<file path="src/lmts_pkg.sv">
// Package for the display timing and status block: item and result types,
// mode and kind codes, register offsets and dot counts.
// No dependencies; used by lmts_engine, lcd_mode_timing_and_stat and the testbench.
package lmts_pkg;

	// Request kinds
	localparam logic [1:0] KIND_ADVANCE = 2'd0;
	localparam logic [1:0] KIND_WRITE   = 2'd1;
	localparam logic [1:0] KIND_READ    = 2'd2;

	// Display modes held in status bits 1..0
	localparam logic [1:0] MODE_HBLANK = 2'd0;
	localparam logic [1:0] MODE_VBLANK = 2'd1;
	localparam logic [1:0] MODE_SCAN   = 2'd2;
	localparam logic [1:0] MODE_DRAW   = 2'd3;

	// Register offsets from the base of the register window
	localparam logic [3:0] REG_CONTROL  = 4'd0;
	localparam logic [3:0] REG_STATUS   = 4'd1;
	localparam logic [3:0] REG_SCROLL_Y = 4'd2;
	localparam logic [3:0] REG_SCROLL_X = 4'd3;
	localparam logic [3:0] REG_LINE     = 4'd4;
	localparam logic [3:0] REG_COMPARE  = 4'd5;
	localparam logic [3:0] REG_BG_PAL   = 4'd7;
	localparam logic [3:0] REG_OBJ_PAL0 = 4'd8;
	localparam logic [3:0] REG_OBJ_PAL1 = 4'd9;
	localparam logic [3:0] REG_WIN_Y    = 4'd10;
	localparam logic [3:0] REG_WIN_X    = 4'd11;

	// Dot counts per mode and line limits
	localparam logic [15:0] SCAN_DOTS   = 16'd80;
	localparam logic [15:0] DRAW_DOTS   = 16'd172;
	localparam logic [15:0] HBLANK_DOTS = 16'd204;
	localparam logic [15:0] LINE_DOTS   = 16'd456;
	localparam logic [7:0]  VBLANK_LINE = 8'd144;
	localparam logic [7:0]  LAST_LINE   = 8'd153;

	localparam logic [7:0] STAT_WRITE_MASK = 8'hF8;
	localparam logic [7:0] CONTROL_RESET   = 8'h90;
	localparam logic [7:0] BG_PAL_RESET    = 8'hFC;
	localparam logic [7:0] OBJ_PAL_RESET   = 8'hFF;
	localparam logic [7:0] READ_IDLE       = 8'hFF;

	typedef struct packed {
		logic [1:0] kind;
		logic [7:0] dot_delta;
		logic [3:0] reg_offset;
		logic [7:0] write_data;
	} item_t;

	typedef struct packed {
		logic [7:0] line_now;
		logic [1:0] mode_now;
		logic       bad_register;
		logic       frame_done;
		logic       line_done;
		logic       vblank_interrupt;
		logic       lcd_interrupt;
		logic [7:0] read_data;
	} result_t;

endpackage

</file>
<file path="src/lmts_engine.sv">
// Register file, dot accumulator and mode sequencer of the display timing block.
// Holds all architectural state and computes one request's result combinationally.
// Depends on lmts_pkg.
module lmts_engine import lmts_pkg::*; (
	input  logic    clk,
	input  logic    arst_n,
	input  logic    fire,
	input  item_t   item,
	output result_t result
);

	logic [15:0] accum_q, accum_n;
	logic [7:0]  line_q, line_n;
	logic [7:0]  control_q, control_n;
	logic [7:0]  status_q, status_n;
	logic [7:0]  compare_q, compare_n;
	logic [7:0]  scroll_y_q, scroll_y_n;
	logic [7:0]  scroll_x_q, scroll_x_n;
	logic [7:0]  bg_pal_q, bg_pal_n;
	logic [7:0]  obj_pal0_q, obj_pal0_n;
	logic [7:0]  obj_pal1_q, obj_pal1_n;
	logic [7:0]  win_y_q, win_y_n;
	logic [7:0]  win_x_q, win_x_n;
	logic        level_q, level_n;

	logic [16:0] sum;
	logic [15:0] acc_sat;
	logic [7:0]  line_inc;
	logic [1:0]  mode;
	logic        same;
	logic        cond;

	assign sum      = {1'b0, accum_q} + {9'd0, item.dot_delta};
	assign acc_sat  = sum[16] ? 16'hFFFF : sum[15:0];
	assign line_inc = line_q + 8'd1;
	assign mode     = status_q[1:0];
	assign same     = (line_q == compare_q);
	assign cond     = (same && status_q[6]) ||
	                  (mode == MODE_HBLANK && status_q[3]) ||
	                  (mode == MODE_SCAN && status_q[5]) ||
	                  (mode == MODE_VBLANK && (status_q[4] || status_q[5]));

	always_comb begin
		accum_n    = accum_q;
		line_n     = line_q;
		control_n  = control_q;
		status_n   = status_q;
		compare_n  = compare_q;
		scroll_y_n = scroll_y_q;
		scroll_x_n = scroll_x_q;
		bg_pal_n   = bg_pal_q;
		obj_pal0_n = obj_pal0_q;
		obj_pal1_n = obj_pal1_q;
		win_y_n    = win_y_q;
		win_x_n    = win_x_q;
		level_n    = level_q;
		result     = '0;
		result.read_data = READ_IDLE;

		case (item.kind)
			KIND_ADVANCE: begin
				accum_n = acc_sat;
				if (!control_q[7]) begin
					accum_n       = '0;
					line_n        = '0;
					status_n[1:0] = MODE_HBLANK;
				end else begin
					status_n[2]          = same;
					result.lcd_interrupt = cond && !level_q;
					level_n              = cond;
					case (mode)
						MODE_SCAN: begin
							if (acc_sat >= SCAN_DOTS) begin
								accum_n       = acc_sat - SCAN_DOTS;
								status_n[1:0] = MODE_DRAW;
							end
						end
						MODE_DRAW: begin
							if (acc_sat >= DRAW_DOTS) begin
								accum_n          = acc_sat - DRAW_DOTS;
								result.line_done = 1'b1;
								status_n[1:0]    = MODE_HBLANK;
							end
						end
						MODE_HBLANK: begin
							if (acc_sat >= HBLANK_DOTS) begin
								accum_n = acc_sat - HBLANK_DOTS;
								line_n  = line_inc;
								if (line_inc == VBLANK_LINE) begin
									status_n[1:0]           = MODE_VBLANK;
									result.vblank_interrupt = 1'b1;
									result.frame_done       = 1'b1;
								end else begin
									status_n[1:0] = MODE_SCAN;
								end
							end
						end
						default: begin
							if (acc_sat >= LINE_DOTS) begin
								accum_n = acc_sat - LINE_DOTS;
								line_n  = line_inc;
								// A counter that wrapped to zero stays in vertical blank.
								if (line_inc > LAST_LINE) begin
									status_n[1:0] = MODE_SCAN;
									line_n        = '0;
								end
							end
						end
					endcase
				end
			end
			KIND_WRITE: begin
				case (item.reg_offset)
					REG_CONTROL:  control_n  = item.write_data;
					REG_STATUS:   status_n   = (status_q & ~STAT_WRITE_MASK) |
					                           (item.write_data & STAT_WRITE_MASK);
					REG_SCROLL_Y: scroll_y_n = item.write_data;
					REG_SCROLL_X: scroll_x_n = item.write_data;
					REG_LINE:     line_n     = item.write_data;
					REG_COMPARE:  compare_n  = item.write_data;
					REG_BG_PAL:   bg_pal_n   = item.write_data;
					REG_OBJ_PAL0: obj_pal0_n = item.write_data;
					REG_OBJ_PAL1: obj_pal1_n = item.write_data;
					REG_WIN_Y:    win_y_n    = item.write_data;
					REG_WIN_X:    win_x_n    = item.write_data;
					default:      result.bad_register = 1'b1;
				endcase
			end
			KIND_READ: begin
				case (item.reg_offset)
					REG_CONTROL:  result.read_data = control_q;
					REG_STATUS:   result.read_data = status_q;
					REG_SCROLL_Y: result.read_data = scroll_y_q;
					REG_SCROLL_X: result.read_data = scroll_x_q;
					REG_LINE:     result.read_data = line_q;
					REG_COMPARE:  result.read_data = compare_q;
					REG_BG_PAL:   result.read_data = bg_pal_q;
					REG_OBJ_PAL0: result.read_data = obj_pal0_q;
					REG_OBJ_PAL1: result.read_data = obj_pal1_q;
					REG_WIN_Y:    result.read_data = win_y_q;
					REG_WIN_X:    result.read_data = win_x_q;
					default:      result.bad_register = 1'b1;
				endcase
			end
			default: begin
			end
		endcase

		result.mode_now = status_n[1:0];
		result.line_now = line_n;
	end

	always_ff @(posedge clk or negedge arst_n) begin
		if (!arst_n) begin
			accum_q    <= '0;
			line_q     <= '0;
			control_q  <= CONTROL_RESET;
			status_q   <= '0;
			compare_q  <= '0;
			scroll_y_q <= '0;
			scroll_x_q <= '0;
			bg_pal_q   <= BG_PAL_RESET;
			obj_pal0_q <= OBJ_PAL_RESET;
			obj_pal1_q <= OBJ_PAL_RESET;
			win_y_q    <= '0;
			win_x_q    <= '0;
			level_q    <= 1'b0;
		end else if (fire) begin
			accum_q    <= accum_n;
			line_q     <= line_n;
			control_q  <= control_n;
			status_q   <= status_n;
			compare_q  <= compare_n;
			scroll_y_q <= scroll_y_n;
			scroll_x_q <= scroll_x_n;
			bg_pal_q   <= bg_pal_n;
			obj_pal0_q <= obj_pal0_n;
			obj_pal1_q <= obj_pal1_n;
			win_y_q    <= win_y_n;
			win_x_q    <= win_x_n;
			level_q    <= level_n;
		end
	end

endmodule

</file>
<file path="src/lcd_mode_timing_and_stat.sv">
// Top level of the display timing and status block: input register, engine and
// result register with stream handshakes. Depends on lmts_pkg and lmts_engine.
//
// Usage. Requests arrive on the slave stream (s_tvalid, s_tready, s_tdata, s_tuser).
// s_tuser carries the request kind: advance the dot clock, write a register or
// read a register. Every request produces exactly one result on the master
// stream (m_tvalid, m_tready, m_tdata), carrying the read data, the interrupt
// and line/frame strobes, an unknown-offset flag and the mode and line after
// the request.
// Flow: an accepted request is held in the input register, processed by the
// engine once the result register is free or being emptied, and then lands in
// the result register, which raises m_tvalid.
// Throughput: one request per clock while m_tready is high. The engine's update
// of accumulator, mode and register file is the only logic between the registers.
// When the receiver stalls, the pending result is held and the input register
// still takes one further request; after that s_tready falls until the result
// is taken, so nothing is lost or repeated.
// Reset (arst_n low, asynchronous) empties both registers and restores the
// register file to its power-on values: control 0x90, background palette 0xFC,
// object palettes 0xFF and everything else zero, with the display in mode 0.
module lcd_mode_timing_and_stat import lmts_pkg::*; (
	input  logic        clk,
	input  logic        arst_n,
	input  logic        s_tvalid,
	output logic        s_tready,
	// [7:0] dot_delta, [11:8] reg_offset, [19:12] write_data, [23:20] zero
	input  logic [23:0] s_tdata,
	// [1:0] kind
	input  logic [1:0]  s_tuser,
	output logic        m_tvalid,
	input  logic        m_tready,
	// [7:0] read_data, [8] lcd_interrupt, [9] vblank_interrupt, [10] line_done,
	// [11] frame_done, [12] bad_register, [14:13] mode_now, [22:15] line_now,
	// [23] zero
	output logic [23:0] m_tdata
);

	item_t   item_s1;
	logic    valid_s1;
	result_t result;
	result_t out_q;
	logic    out_valid_q;
	logic    fire;

	// The engine may retire the held request when the result register is free
	// or being emptied in this cycle.
	assign fire     = valid_s1 && (!out_valid_q || m_tready);
	assign s_tready = !valid_s1 || fire;

	always_ff @(posedge clk or negedge arst_n) begin
		if (!arst_n) begin
			valid_s1 <= 1'b0;
		end else if (s_tvalid && s_tready) begin
			valid_s1 <= 1'b1;
		end else if (fire) begin
			valid_s1 <= 1'b0;
		end
	end

	always_ff @(posedge clk) begin
		if (s_tvalid && s_tready) begin
			item_s1.kind       <= s_tuser;
			item_s1.dot_delta  <= s_tdata[7:0];
			item_s1.reg_offset <= s_tdata[11:8];
			item_s1.write_data <= s_tdata[19:12];
		end
	end

	lmts_engine u_engine (
		.clk    (clk),
		.arst_n (arst_n),
		.fire   (fire),
		.item   (item_s1),
		.result (result)
	);

	always_ff @(posedge clk or negedge arst_n) begin
		if (!arst_n) begin
			out_valid_q <= 1'b0;
		end else if (fire) begin
			out_valid_q <= 1'b1;
		end else if (m_tready) begin
			out_valid_q <= 1'b0;
		end
	end

	always_ff @(posedge clk) begin
		if (fire) begin
			out_q <= result;
		end
	end

	assign m_tvalid = out_valid_q;
	assign m_tdata  = {1'b0, out_q};

	// The frame strobe always accompanies the vertical blank interrupt.
	a_frame_vblank: assert property (@(posedge clk) disable iff (!arst_n)
		out_valid_q |-> (out_q.frame_done == out_q.vblank_interrupt))
		else $error("frame_done differs from vblank_interrupt");

	// Entering vertical blank always lands on the first blank line in mode 1.
	a_vblank_entry: assert property (@(posedge clk) disable iff (!arst_n)
		(out_valid_q && out_q.vblank_interrupt) |->
		(out_q.mode_now == MODE_VBLANK && out_q.line_now == VBLANK_LINE))
		else $error("vblank entry with wrong mode or line");

	// The end of drawing always leaves the display in horizontal blank.
	a_line_done: assert property (@(posedge clk) disable iff (!arst_n)
		(out_valid_q && out_q.line_done) |-> (out_q.mode_now == MODE_HBLANK))
		else $error("line_done without hblank");

	// An access to an unknown register offset never carries timing strobes.
	a_bad_reg: assert property (@(posedge clk) disable iff (!arst_n)
		(out_valid_q && out_q.bad_register) |->
		!(out_q.lcd_interrupt || out_q.vblank_interrupt || out_q.line_done))
		else $error("timing strobe on a register access");

endmodule

</file>
<file path="config.mk">
export PLATFORM = sky130hd
export DESIGN_NAME = lcd_mode_timing_and_stat
export DESIGN_NICKNAME = d
export VERILOG_FILES = /design/src/lmts_pkg.sv /design/src/lmts_engine.sv /design/src/lcd_mode_timing_and_stat.sv
export SDC_FILE = /design/constraint.sdc
export NUM_CORES = 1
export LEC_CHECK = 0
export ABC_AREA = 1
export BUFFER_PORTS_ARGS = -buffer_cell sky130_fd_sc_hd__buf_2
export CAP_MARGIN = 20
export CORE_ASPECT_RATIO = 1.25
export CORE_MARGIN = 4
export CORE_UTILIZATION = 45
export CTS_CLUSTER_DIAMETER = 40
export DETAILED_ROUTE_END_ITERATION = 6
export MAX_ROUTING_LAYER = met4
export PLACE_DENSITY_LB_ADDON = 0.05
export RECOVER_POWER = 25
export SLEW_MARGIN = 25
export SYNTH_ARGS = -nofsm -noshare
export SYNTH_HDL_FRONTEND = slang
export SYNTH_SLANG_ARGS = --single-unit
</file>
<file path="constraint.sdc">
create_clock -name clk -period 8.3 [get_ports clk]
set_input_delay 1.66 -clock clk [delete_from_list [all_inputs] [get_ports clk]]
set_output_delay 1.66 -clock clk [all_outputs]
set_load 0.02 [all_outputs]
</file>
### Yosys cells after proc, flatten, opt, wreduce, memory -nomap -nowiden

Index checks and enable logic that the tools add are counted.

| operators by class | value |
|---|---|
| add/subtract/negate cells | 6 |
| magnitude comparators | 5 |
| equality and inequality tests | 19 |
| mux-type cells | 33 |
| bitwise logic cells | 1 |
| reductions and logical operators | 41 |

Operators by type and width:

| operator | number |
|---|---|
| two-way mux 16 bit | 6 |
| case mux 8 bit (11 select lines) | 1 |
| case mux 16 bit (3 select lines) | 1 |
| two-way mux 8 bit | 5 |
| AND reduction 3 bit | 12 |
| greater-or-equal comparator 16 x 8 -> 1 bit, second input constant | 2 |
| case mux 8 bit (2 select lines) | 2 |
| subtractor 16 x 8 -> 16 bit, second input constant | 2 |
| adder 16 x 8 -> 17 bit | 1 |
| equality test 4 bit, second input constant | 4 |
| greater-or-equal comparator 16 x 7 -> 1 bit, second input constant | 1 |
| greater-or-equal comparator 16 x 9 -> 1 bit, second input constant | 1 |
| subtractor 16 x 7 -> 16 bit, second input constant | 1 |
| subtractor 16 x 9 -> 16 bit, second input constant | 1 |
| two-way mux 2 bit | 7 |
| equality test 4 x 3 -> 1 bit, second input constant | 3 |
| OR reduction 11 bit | 1 |
| adder 8 x 1 -> 8 bit, second input constant | 1 |
| equality test 4 x 2 -> 1 bit, second input constant | 2 |
| equality test 8 bit | 1 |
| equality test 8 bit, second input constant | 1 |
| > comparator 8 bit, second input constant | 1 |
| two-way mux 1 bit | 8 |
| OR 3 x 8 -> 8 bit | 1 |
| other kinds (16) | 39 |

| word-level totals | value |
|---|---|
| register bits | 151 |
| bits of input ports | 30 |
| output and inout bits | 26 |
| logic and storage cells | 133 |

### Logic depth before layout (Yosys ltp)

Gate-level depths: netlist of run 1.

| depth | value |
|---|---|
| depth after elaboration | 7 |
| depth in mapped cells | 24 |
| gate-level depth less buffers | 23 |

### By module

Synthesis of run 1 repeated with hierarchy kept, for this count alone.

| second synthesis, totals | value |
|---|---|
| cell total of the unflattened synthesis | 1350 |
| area, all modules | 9919.5 sq um |

Modules (own cells, without submodules):

| module | instances | cells an instance | area an instance (sq um) | seq. area each (sq um) |
|---|---|---|---|---|
| lmts_engine | 1 | 1291 | 8461.9 | 2657.5 |
| lcd_mode_timing_and_stat | 1 | 59 | 1457.6 | 1401.3 |

### Worst setup path before layout of run 1

Ideal clock, no wire load.

| path | value |
|---|---|
| path kind | input to output |
| from | in m_tready |
| to | out s_tready |
| arrival time | 1.913 ns |
| data required time | 6.640 ns |
| path slack | 4.727 ns |
| stages on the path | 2 |
| cells stage by stage | inv_1 nand3_1 |

| between the ends | value |
|---|---|
| cells in the longest elaborated chain, start to end | 3 |

Ends and longest elaborated chain:

| what | line | text |
|---|---|---|
| start: declaration | lcd_mode_timing_and_stat.sv:31 | `input logic m_tready,` |
| logical OR 1 bit | lcd_mode_timing_and_stat.sv:47 | `assign fire = valid_s1 && (!out_valid_q \|\| m_tready);` |
| logical AND 1 bit | lcd_mode_timing_and_stat.sv:47 |  |
| logical OR 1 bit | lcd_mode_timing_and_stat.sv:48 | `assign s_tready = !valid_s1 \|\| fire;` |
| end: declaration | lcd_mode_timing_and_stat.sv:25 | `output logic s_tready,` |

No other way between the ends.

==> summary.md, run 1 <==
| Metric | Value |
|---|---|
| Most frequent cells in the layout | `nand2_1, inv_1, nand3_1` |
| Post-synthesis instance total | `1317` |
| DP HPWL | `22610 um` |
| Async set-or-reset flop fraction in the synthesized netlist | `70.86%` |
| Residual DRC | `0` |
| Clk buf depth | `2` |
| R2R setup slack | `4.21 ns` |
| Worst R2R End | `u_engine.accum_q[2]$_DFFE_PN0P_` |
| Pwr Total | `4.213 mW` |
| Final ANT Viol Nets | `0` |
| Clock sinks | `151` |
| First-pass GRT wire length | `48250 um` |
| Run status | `complete, but fails checks` |
| Root buf cell | `clkbuf_16` |
| Vias | `9027` |
| Final setup violation count | `0` |
| Setup bufs post-CTS | `0` |
| Endpoint required time on the critical path | `8.81 ns` |
| Failing checks | `max-capacitance violations, max-slew violations` |
| Worst EP arrival | `4.76 ns` |
| CP max-delay cell | `clkbuf_1` |
| FMAX | `235.2 MHz` |
| Setup TNS | `0 ns` |
| Worst Reg-to-Reg Cells | `18` |
| Maxcap violations | `1` |
| Placeable Area | `21550 um^2` |
| Critical path buffers and inverters | `2` |
| Die X | `140.5 um` |
| EDFF count, synth | `44` |
| Place WS | `4.177 ns` |
| Vias in the first global route | `8885` |
| Reg clk slew, reported paths | `0.08 ns` |
| Slew Limit Fails | `57` |
| Power Density | `385.8 nW/um^2` |
| RSZ-0062 raised after global routing | `false` |
| TritonRoute pass-1 iters | `5` |
| Critical Path, Cell by Cell | `clkbuf_1, buf_4` |
| Yosys warnings | `0` |
| Post-layout util | `50.69%` |
| Reg-to-reg critical path startpoint | `item_s1[12]$_DFFE_PP_` |
| Quantity of I/O buffers inserted on ports | `50` |
| Clock period minus worst slack | `4.252 ns` |
| Worst slew pin tran | `3.154 ns` |
| Hold Crit Start | `u_engine.accum_q[6]$_DFFE_PN0P_` |
| Worst Path Class, Setup | `primary input to asynchronous set/reset pin` |
| Cell variety after synth | `51` |
| Nets | `1393` |
| Hold Path Class | `flip-flop to flip-flop` |
| Top-area cell type share of the netlist area | `21.03%` |
| Area Growth Syn to Fin | `10.59%` |
| Die height | `173.6 um` |
| Ranking of synthesized cells by area | `dfrtp_1, nand2_1, edfxtp_1` |
| Hold endpoint | `u_engine.accum_q[6]$_DFFE_PN0P_` |
| Initial Util | `45.84%` |
| LEAKAGE | `5.299 nW` |
| Routed len/inst | `18.71 um` |
| Share of cells above drive strength 1 | `15.48%` |
| Die ar. | `24400 um^2` |
| Period utilization | `51.23%` |
| Gr ovfl total | `0` |
| Mean Syn Cell Area | `7.499 um^2` |
| Worst Skew | `0.01982 ns` |
| Pin count of the biggest net entering global routing | `57` |
| Ant diodes | `0` |
| Synthesized cell area | `9876 um^2` |
| Synth area leader | `dfrtp_1` |
| Cts hold-fix bufs | `0` |
| Hold_ws | `0.4903 ns` |
| Row cnt | `60` |
| Initial DRC count | `720` |
| TritonCTS clock tree | `built` |
| Num ports | `56` |
| Vias/cell | `5.518` |
| Hold Path Depth | `2` |
| Worst vdd ir | `0.1902 mV` |
| Relative slew slack | `-110.3%` |
| Initial antenna violation count | `0` |
| Mapped Nets | `1366` |
| Dominant synthesized flop cell | `dfrtp_1` |
| Worst setup SP type | `primary input` |
| CTS Buf Count | `17` |
| GPL Wtd Cong | `0.9509` |
| Commonest non-fill, non-tap cell in the layout | `nand2_1` |
| Fillers | `2147` |
| CP Max Fanout | `56` |
| Clk_lat worst skew | `0.44 ns` |
| Crit end category | `asynchronous set/reset pin` |
| H-Tree Level Count | `4` |
| Worst setup margin | `4.048 ns` |
| Max incr delay on CP | `2.17 ns` |
| Final wirelength | `30610 um` |
| Tot GR Track Use | `26.03%` |
| Seq/Total Area, Yosys | `40.80%` |
| Synth Register Bits | `151` |
| PostCTS Resize Cnt | `0` |
| Final Hold Vio Count | `0` |
| CP delay by family, top | `buffers and inverters` |
[logic make-up after synthesis]
logic type               after synthesis  synth area share, %
AO/OA/AOI/OAI                        184                10.69
XOR/XNOR                              18                1.596
adder cells (fa/ha/maj)               19                2.483
buffers and inverters                214                8.539
flip-flops                           151                40.80
multiplexers                          32                3.649
other                                  1              0.03797
AND/OR/NAND/NOR                      698                32.21
[cells in the mapped netlist, types with 4 or more instances]
cell / n
inv_1: 151
ha_1: 18
nand2_1: 362
nor2_2: 10
dfstp_2: 24
o211ai_1: 11
o21ai_1: 13
buf_2: 5
inv_2: 13
o21ai_0: 66
nand3_1: 136
a221oi_1: 9
xor2_1: 17
nand2_4: 4
o22ai_1: 24
nand2_2: 14
a21oi_1: 48
nor2_1: 102
clkbuf_1: 33
nand3_2: 11
nor3_1: 5
nand4_1: 32
edfxtp_1: 44
nor2_4: 7
mux2_2: 32
dfrtp_1: 83
[metal layers]
| metal | wire (um) | part of all wire [%] | vias up | global-route usage [%] |
|---|---|---|---|---|
| met2 | 15710 | 51 | 273 | 44.61 |
| met5 | 0 | 0 | - | - |
| li1 | - | - | 4417 | - |
| met1 | 12060 | 39 | 4246 | 29.66 |
| met3 | 1164 | 3.8 | 91 | 3.063 |
| met4 | 1674 | 5.5 | 0 | 13.77 |
[metrics by stage]
step,area (um^2),instances
after CTS,10920,1636
after global placement,10300,1604
after floorplan,9876,1317
after detailed placement,10300,1604
after global routing,10920,1636
final,10920,1636
[tightest hold or removal path, delay by kind of cell, from the launching register on]
kind / cells / cell delay, ns
DFF: 1 / 0.35
and+or+nand+nor: 2 / 0.11
[worst max-delay path by stage]
stage | from | slack [ns] | end | cells past startpoint
2_1_floorplan | m_tready | 4.73 | s_tready | 2
3_3_place_gp | m_tready | 4.13 | u_engine.win_y_q[3]$_DFFE_PN0P_ | 8
3_5_place_dp | m_tready | 4.18 | u_engine.win_y_q[3]$_DFFE_PN0P_ | 8
4_1_cts | item_s1[12]$_DFFE_PP_ | 4.21 | u_engine.accum_q[2]$_DFFE_PN0P_ | 18
5_1_grt | arst_n | 3.41 | u_engine.line_q[3]$_DFFE_PN0P_ | 2
6_report | arst_n | 4.05 | u_engine.line_q[4]$_DFFE_PN0P_ | 2
[power by group]
group / switching, mW / total [mW] / internal (mW)
registers: 0.165 / 1.14 / 0.977
clock network: 0.386 / 0.799 / 0.413
logic: 1.59 / 2.27 / 0.686
[layout make-up]
class	instances	area, um^2	area share, %
Clock buffer	17	425.4	3.895
Inverter	167	626.9	5.740
Sequential cell	151	4029	36.89
Clock inverter	15	198.9	1.822
Multi-Input combinational cell	952	5007	45.85
Tap cell	279	349.1	3.196
Timing Repair Buffer	55	285.3	2.612
No activity file was read; power rests on OpenSTA's default activity.
==> run 2, diff against run 1 <==
Settings changed: ABC_AREA 1 to 0.
Clock period 8.3 ns to 4.45 ns, I/O delays scaled along.
==> run 2 against run 1 <==
  * The run still ends with max-capacitance violations, max-slew violations left
  * Via count fell by 11%
  * Setup slack got worse by 3.9 ns
  * Critical endpoint is now m_tdata[19]$_DFFE_PP_
  * Power rose by 24%
  * Sequential share of layout area fell by 0.11 points
  * Register-to-register slack got worse by 4.1 ns
  * First-iteration DRC count fell by 10%
  * Critical path depth rose by 15
  * Critical path type is now flip-flop to flip-flop
  * Clock-buffer cell count rose by 1
  * Sequential power rose by 56%
  * Clock power rose by 85%
==> summary.md, run 2 <==
| Metric | Value |
|---|---|
| Hold Path Depth | `2 (unchanged)` |
| Quantity of I/O buffers inserted on ports | `50 (unchanged)` |
| Row cnt | `58 (was 60)` |
| Dominant synthesized flop cell | `dfrtp_1 (unchanged)` |
| Reg clk slew, reported paths | `0.07 ns (was 0.08 ns)` |
| Seq pwr share | `34.0% (was 27.1%)` |
| Final setup violation count | `0 (unchanged)` |
| Worst R2R End | `m_tdata[19]$_DFFE_PP_ (was u_engine.accum_q[2]$_DFFE_PN0P_)` |
| First-pass GRT wire length | `47930 um (was 48250 um)` |
| FMAX | `231.6 MHz` |
| Max incr delay on CP | `0.38 ns (was 2.17 ns)` |
| Pwr Total | `5.226 mW (was 4.213 mW)` |
| Maxcap violations | `1 (unchanged)` |
| Reg-to-reg critical path startpoint | `item_s1[12]$_DFFE_PP_ (unchanged)` |
| Final Hold Vio Count | `0 (unchanged)` |
| Initial Util | `46.28% (was 45.84%)` |
| Final ANT Viol Nets | `0 (unchanged)` |
| Async set-or-reset flop fraction in the synthesized netlist | `70.86% (unchanged)` |
| Hold endpoint | `u_engine.accum_q[0]$_DFFE_PN0P_ (was u_engine.accum_q[6]$_DFFE_PN0P_)` |
| Worst slew pin tran | `3.084 ns (was 3.154 ns)` |
| Share of cells above drive strength 1 | `30.35% (was 15.48%)` |
| Nets | `1064 (was 1393)` |
| Clock sinks | `151 (unchanged)` |
| H-Tree Level Count | `4 (unchanged)` |
| Root buf cell | `clkbuf_16 (unchanged)` |
| Relative slew slack | `-105.6% (was -110.3%)` |
| Synth Register Bits | `151 (unchanged)` |
| Top-area cell type share of the netlist area | `22.01% (was 21.03%)` |
| TritonCTS clock tree | `built (unchanged)` |
| Mapped Nets | `978 (was 1366)` |
| Commonest non-fill, non-tap cell in the layout | `nand2_1 (unchanged)` |
| Failing checks | `max-capacitance violations, max-slew violations (unchanged)` |
| R2R setup slack | `0.13 ns (was 4.21 ns)` |
| Clk buf depth | `2 (unchanged)` |
| Int Power | `3.287 mW (was 2.076 mW)` |
| Most frequent cells in the layout | `nand2_1, dfrtp_1, mux2_2 (was nand2_1, inv_1, nand3_1)` |
| Mean Syn Cell Area | `10.16 um^2 (was 7.499 um^2)` |
| Residual DRC | `0 (unchanged)` |
| EDFF count, synth | `44 (unchanged)` |
| Endpoint required time on the critical path | `4.64 ns (was 8.81 ns)` |
| Tot GR Track Use | `27.87% (was 26.03%)` |
| Run status | `complete, but fails checks (unchanged)` |
| Synth area leader | `dfrtp_1 (unchanged)` |
| Die X | `137.5 um (was 140.5 um)` |
| Die height | `169.9 um (was 173.6 um)` |
| Vias in the first global route | `8457 (was 8885)` |
| Num ports | `56 (unchanged)` |
| Ranking of synthesized cells by area | `dfrtp_1, edfxtp_1, mux2_2 (was dfrtp_1, nand2_1, edfxtp_1)` |
| TritonRoute pass-1 iters | `5 (unchanged)` |
| Period utilization | `97.02%` |
| CP max-delay cell | `edfxtp_1 (was clkbuf_1)` |
| Hold Path Class | `flip-flop to flip-flop (unchanged)` |
| Area Growth Syn to Fin | `16.07% (was 10.59%)` |
| Placeable Area | `20390 um^2 (was 21550 um^2)` |
| Fillers | `1856 (was 2147)` |
| Slew Limit Fails | `52 (was 57)` |
| Combinational power share | `37.7% (was 53.9%)` |
| Initial antenna violation count | `0 (unchanged)` |
| Clk_lat worst skew | `0.44 ns (about the same)` |
| Vias | `8066 (was 9027)` |
| Synthesized cell area | `9437 um^2 (was 9876 um^2)` |
| Power Density | `477.1 nW/um^2 (was 385.8 nW/um^2)` |
| GPL Wtd Cong | `0.9169 (was 0.9509)` |
| Crit end category | `flip-flop (was asynchronous set/reset pin)` |
| Initial DRC count | `645 (was 720)` |
| Worst Path Class, Setup | `flip-flop to flip-flop (was primary input to asynchronous set/reset pin)` |
| P_sw | `1.939 mW (was 2.137 mW)` |
| Vias/cell | `6.214 (was 5.518)` |
| Critical Path, Cell by Cell | `ha_2, fa_2, a211oi_4, nor3b_2, or2_2, nand2_1, inv_1, ha_1, and2_1, or3_4, a221oi_4, buf_4, a41oi_2, nor2_1, a211oi_1, o2bb2ai_1, mux2_2 (was clkbuf_1, buf_4)` |
| Clock share of power | `28.3% (was 19.0%)` |
| Worst Reg-to-Reg Cells | `17 (was 18)` |
| Sequential Area | `4029 um^2 (unchanged)` |
| Hold Crit Start | `u_engine.accum_q[0]$_DFFE_PN0P_ (was u_engine.accum_q[6]$_DFFE_PN0P_)` |
| CP Max Fanout | `4 (was 56)` |
| Die ar. | `23370 um^2 (was 24400 um^2)` |
| Routed len/inst | `23.81 um (was 18.71 um)` |
| CTS Buf Count | `17 (unchanged)` |
| Ant diodes | `0 (unchanged)` |
| Commonest cells post-synth | `nand2_1, dfrtp_1, mux2_2 (was nand2_1, inv_1, nand3_1)` |
| Cell variety after synth | `98 (was 51)` |
| Post-synthesis instance total | `929 (was 1317)` |
| Final wirelength | `30900 um (was 30610 um)` |
| LEAKAGE | `4.653 nW (was 5.299 nW)` |
| RSZ-0062 raised after global routing | `true (was false)` |
| Worst EP arrival | `4.50 ns (was 4.76 ns)` |
| Seq/Total Area, Yosys | `42.69% (was 40.80%)` |
| Worst Skew | `0.01186 ns (was 0.01982 ns)` |
| Gr ovfl total | `0 (unchanged)` |
| Worst setup SP type | `flip-flop (was primary input)` |
| Worst vdd ir | `0.2907 mV (was 0.1902 mV)` |
| Multi-input logic area | `5144 um^2 (was 5007 um^2)` |
| Cell with the most instances after synthesis | `nand2_1 (unchanged)` |
| Switch share | `37.11% (was 50.72%)` |
| Yosys warnings | `0 (unchanged)` |
| DP HPWL | `22450 um (was 22610 um)` |
| Pin count of the biggest net entering global routing | `58 (was 57)` |
| Clock period minus worst slack | `4.318 ns` |
| Hold_ws | `0.4826 ns (was 0.4903 ns)` |
run 2: power by group through the flow:
stage               combinational, mW  sequential [mW]  clock [mW]
global route                     2.14             1.79        1.57
CTS                              1.92             1.77        1.51
floorplan                        1.23             1.72           0
detailed placement               1.90             1.80           0
finish                           1.97             1.78        1.48
global placement                 1.88             1.79           0
run 2: cell families after synthesis:
kind of cell / Yosys count / share of synthesized area (%)
fa+ha+maj: 19 / 2.599
flops: 151 / 42.69
compound gates: 256 / 20.76
simple gates: 298 / 15.71
mux: 101 / 11.93
buf+inv: 73 / 3.474
xor+xnor: 30 / 2.784
other cells: 1 / 0.03974
run 2: area by class of cell:
type                       instances  share of cell area (%)
multi-input combinational        706                   46.96
sequential                       151                   36.78
timing repair buffer             121                   7.174
clock buffer                      18                   3.918
tap                              270                   3.084
clock inverter                    14                   1.462
inverter                          18                  0.6169
run 2: per-layer routing:
metal | share of wire (%) | GRT usage [%] | vias up
met5 | 0 | - | -
met4 | 4.5 | 13.67 | 0
met3 | 3.8 | 4.376 | 82
met2 | 54 | 49.41 | 284
met1 | 38 | 29.92 | 4004
li1 | - | - | 3696
run 2: how the worst max path moves through the flow:
stage                                      from                              to
final                     item_s1[12]$_DFFE_PP_           m_tdata[19]$_DFFE_PP_
after global routing      item_s1[12]$_DFFE_PP_           m_tdata[18]$_DFFE_PP_
after CTS                 item_s1[12]$_DFFE_PP_           m_tdata[19]$_DFFE_PP_
after detailed placement  item_s1[12]$_DFFE_PP_  u_engine.line_q[0]$_DFFE_PN0P_
after global placement    item_s1[12]$_DFFE_PP_  u_engine.line_q[0]$_DFFE_PN0P_
after floorplan           item_s1[12]$_DFFE_PP_           m_tdata[17]$_DFFE_PP_
run 2: repair_timing:
item | 4_1_cts | 5_1_grt
gates resized for setup | 2 | 9
setup buffers | 0 | 2
pin swaps | 0 | 5
cloned | 0 | 1
endpoints found under the setup margin | 4 | 21
hold buffers | 0 | 0
run 2: worst max-delay path: cells and delay by family, from the launching register on:
family	cells	cell delay [ns]
adders and majority gates	3	0.78
DFF	1	0.38
muxes	1	0.29
buffers and inverters	2	0.23
and+or+nand+nor	6	1.24
AOI/OAI and AO/OA	5	1.12
run 2: stage by stage:
step | std cells | setup WS (ns) | setup TNS [ns] | instance area, um^2 | util [%]
detailed placement | 1263 | -0.04703 | -0.08494 | 10300 | 50.53
CTS | 1295 | -0.02016 | -0.02016 | 10900 | 53.47
finish | 1298 | 0.1324 | 0 | 10950 | 53.71
global route | 1298 | -0.03262 | -0.05416 | 10950 | 53.71
global placement | 1263 | -0.02042 | -0.02387 | 10300 | 50.53
floorplan | 929 | 0.02521 | 0 | 9449 | -
==> run 3, diff against run 2 <==
Settings changed: CORE_MARGIN 4 to default.
==> run 3 against run 2 <==
  * Worst hold slack better by 0.0080 ns
  * First-iteration DRC count is 2.9% lower
  * The run still ends with max-capacitance violations, max-slew violations left
  * Register-to-register slack better by 0.03 ns
  * Clock-buffer cell count is the same
  * Critical endpoint is now m_tdata[20]$_DFFE_PP_
  * Setup slack better by 0.029 ns
  * Fmax rose by 0.68%
==> summary.md, run 3 (same netlist as run 2, synthesis figures left out) <==
| Metric | Value |
|---|---|
| R2R setup slack | `0.16 ns (was 0.13 ns)` |
| Final ANT Viol Nets | `0 (unchanged)` |
| Worst slew pin tran | `1.853 ns (was 3.084 ns)` |
| Num ports | `56 (unchanged)` |
| Most frequent cells in the layout | `nand2_1, dfrtp_1, mux2_2 (unchanged)` |
| Worst Reg-to-Reg Cells | `16 (was 17)` |
| Hold Path Class | `flip-flop to flip-flop (unchanged)` |
| Row cnt | `58 (unchanged)` |
| Worst Skew | `0.01577 ns (was 0.01186 ns)` |
| Run status | `complete, but fails checks (unchanged)` |
| Place WS | `0.1040 ns (was -0.04703 ns)` |
| Share of cells above drive strength 1 | `30.43% (was 30.35%)` |
| Crit path to | `m_tdata[20]$_DFFE_PP_ (was m_tdata[19]$_DFFE_PP_)` |
| RSZ-0062 raised after global routing | `true (unchanged)` |
| Initial Util | `46.44% (was 46.28%)` |
| Worst setup margin | `0.1616 ns (was 0.1324 ns)` |
| Vias/cell | `6.196 (was 6.214)` |
| CP max-delay cell | `fa_2 (was edfxtp_1)` |
| Residual DRC | `0 (unchanged)` |
| Quantity of I/O buffers inserted on ports | `50 (unchanged)` |
| Ant diodes | `0 (unchanged)` |
| Power Density | `477.7 nW/um^2 (was 477.1 nW/um^2)` |
| Final wirelength | `30240 um (was 30900 um)` |
| TritonRoute pass-1 iters | `5 (unchanged)` |
| Vias | `8005 (was 8066)` |
| Max incr delay on CP | `0.42 ns (was 0.38 ns)` |
| DP HPWL | `21900 um (was 22450 um)` |
| Routed len/inst | `23.41 um (was 23.81 um)` |
| Nets | `1058 (was 1064)` |
| Vias in the first global route | `8275 (was 8457)` |
| Period utilization | `96.37% (was 97.02%)` |
| Reg clk slew, reported paths | `0.07 ns (about the same)` |
| Initial DRC count | `626 (was 645)` |
| CTS Buf Count | `17 (unchanged)` |
| Slew Limit Fails | `68 (was 52)` |
| Worst EP arrival | `4.46 ns (was 4.50 ns)` |
| Critical Path, Cell by Cell | `ha_2, fa_2, a211oi_4, o211ai_2, and3_4, nor2_2, inv_1, ha_1, and2_1, or3_4, a221oi_4, nand3_4, a21o_1, a21oi_2, nor4_4, a221o_1 (was ha_2, fa_2, a211oi_4, nor3b_2, or2_2, nand2_1, inv_1, ha_1, and2_1, or3_4, a221oi_4, buf_4, a41oi_2, nor2_1, a211oi_1, o2bb2ai_1, mux2_2)` |
| Cts hold-fix bufs | `0 (unchanged)` |
| Reg-to-reg critical path startpoint | `u_engine.accum_q[0]$_DFFE_PN0P_ (was item_s1[12]$_DFFE_PP_)` |
| Clk buf depth | `2 (unchanged)` |
| Initial antenna violation count | `0 (unchanged)` |
| H-Tree Level Count | `4 (unchanged)` |
| Pin count of the biggest net entering global routing | `69 (was 58)` |
| CP delay by family, top | `compound AO/OA/AOI/OAI gates (was simple AND/OR/NAND/NOR gates)` |
| Maxcap violations | `1 (unchanged)` |
| TritonCTS clock tree | `built (unchanged)` |
| Placeable Area | `20320 um^2 (was 20390 um^2)` |
| Crit path from | `u_engine.accum_q[0]$_DFFE_PN0P_ (was item_s1[12]$_DFFE_PP_)` |
| Worst Path Class, Setup | `flip-flop to flip-flop (unchanged)` |
| Final setup violation count | `0 (unchanged)` |
| CP Max Fanout | `9 (was 4)` |
| Final Hold Vio Count | `0 (unchanged)` |
| Worst setup SP type | `flip-flop (unchanged)` |
| Worst vdd ir | `0.2896 mV (was 0.2907 mV)` |
| Critical path buffers and inverters | `1 (was 2)` |
| LEAKAGE | `4.644 nW (was 4.653 nW)` |
| Die X | `131.5 um (was 137.5 um)` |
| Area Growth Syn to Fin | `16.35% (was 16.07%)` |
| Relative slew slack | `-23.54% (was -105.6%)` |
| First-pass GRT wire length | `47310 um (was 47930 um)` |
| Gr ovfl total | `0 (unchanged)` |
| Crit end category | `flip-flop (unchanged)` |
| Failing checks | `max-capacitance violations, max-slew violations (unchanged)` |
| Hold_ws | `0.4906 ns (was 0.4826 ns)` |
| Setup TNS | `0 ns (unchanged)` |
| Endpoint required time on the critical path | `4.62 ns (was 4.64 ns)` |
| Commonest non-fill, non-tap cell in the layout | `nand2_1 (unchanged)` |
| Clock period minus worst slack | `4.288 ns (was 4.318 ns)` |
| Clk_lat worst skew | `0.44 ns (about the same)` |
| Die height | `163.9 um (was 169.9 um)` |
| Clock sinks | `151 (unchanged)` |
| Root buf cell | `clkbuf_16 (unchanged)` |
| Tot GR Track Use | `29.86% (was 27.87%)` |
| Worst R2R End | `m_tdata[20]$_DFFE_PP_ (was m_tdata[19]$_DFFE_PP_)` |
| GPL Wtd Cong | `0.9162 (was 0.9169)` |
| Worst path depth | `16 (was 17)` |
| FMAX | `233.2 MHz (was 231.6 MHz)` |
| Die ar. | `21560 um^2 (was 23370 um^2)` |
==> run 3: metrics by stage <==
step / total power [mW] / util (%) / cell area (um^2) / std cells
2_1_floorplan: 2.959 / - / 9449 / 929
3_3_place_gp: 3.609 / 50.52 / 10260 / 1257
3_5_place_dp: 3.638 / 50.54 / 10270 / 1257
4_1_cts: 5.189 / 53.55 / 10880 / 1289
5_1_grt: 5.494 / 54.03 / 10980 / 1292
6_report: 5.245 / 54.03 / 10980 / 1292
==> run 3: worst min-delay path by stage <==
stage	startpoint	slack [ns]	cells past startpoint	endpoint
6_report	u_engine.accum_q[0]$_DFFE_PN0P_	0.49	2	u_engine.accum_q[0]$_DFFE_PN0P_
5_1_grt	u_engine.accum_q[0]$_DFFE_PN0P_	0.51	2	u_engine.accum_q[0]$_DFFE_PN0P_
4_1_cts	u_engine.accum_q[0]$_DFFE_PN0P_	0.49	2	u_engine.accum_q[0]$_DFFE_PN0P_
3_5_place_dp	u_engine.accum_q[0]$_DFFE_PN0P_	0.47	2	u_engine.accum_q[0]$_DFFE_PN0P_
3_3_place_gp	u_engine.accum_q[0]$_DFFE_PN0P_	0.46	2	u_engine.accum_q[0]$_DFFE_PN0P_
2_1_floorplan	u_engine.accum_q[0]$_DFFE_PN0P_	0.45	2	u_engine.accum_q[0]$_DFFE_PN0P_
==> run 3: tightest hold or removal path, stage by stage (launching register included) <==
cell	delay [ns]
dfrtp_1	0.35
nand2_1	0.05
nand2_1	0.05
==> run 3: layout make-up <==
class                      count  area (um^2)
timing repair buffer         116        762.0
clock inverter                14        181.4
sequential                   151         4029
fill                        1859         9340
tap                          270        337.8
multi-input combinational    705         5172
clock buffer                  18        429.2
inverter                      18        67.56
==> run 3: power by group <==
part	switching, mW	internal, mW	total, mW	leakage, nW
Sequential	0.159	1.61	1.77	1.78
Clock	0.686	0.857	1.54	0.297
Combinational	1.09	0.836	1.93	2.56
Total	1.94	3.31	5.25	4.64
==> run 3: metal layers <==
layer / global-route usage [%] / part of all wire [%]
met1: 32.01 / 38
met2: 54.33 / 54
met3: 3.333 / 3.6
met4: 15.75 / 4.3
met5: - / 0
==> run 3: what timing repair did <==
action / 4_1_cts / 5_1_grt
buffers inserted: 0 / 3
resized for setup: 0 / 19
setup endpoints to repair: 0 / 25
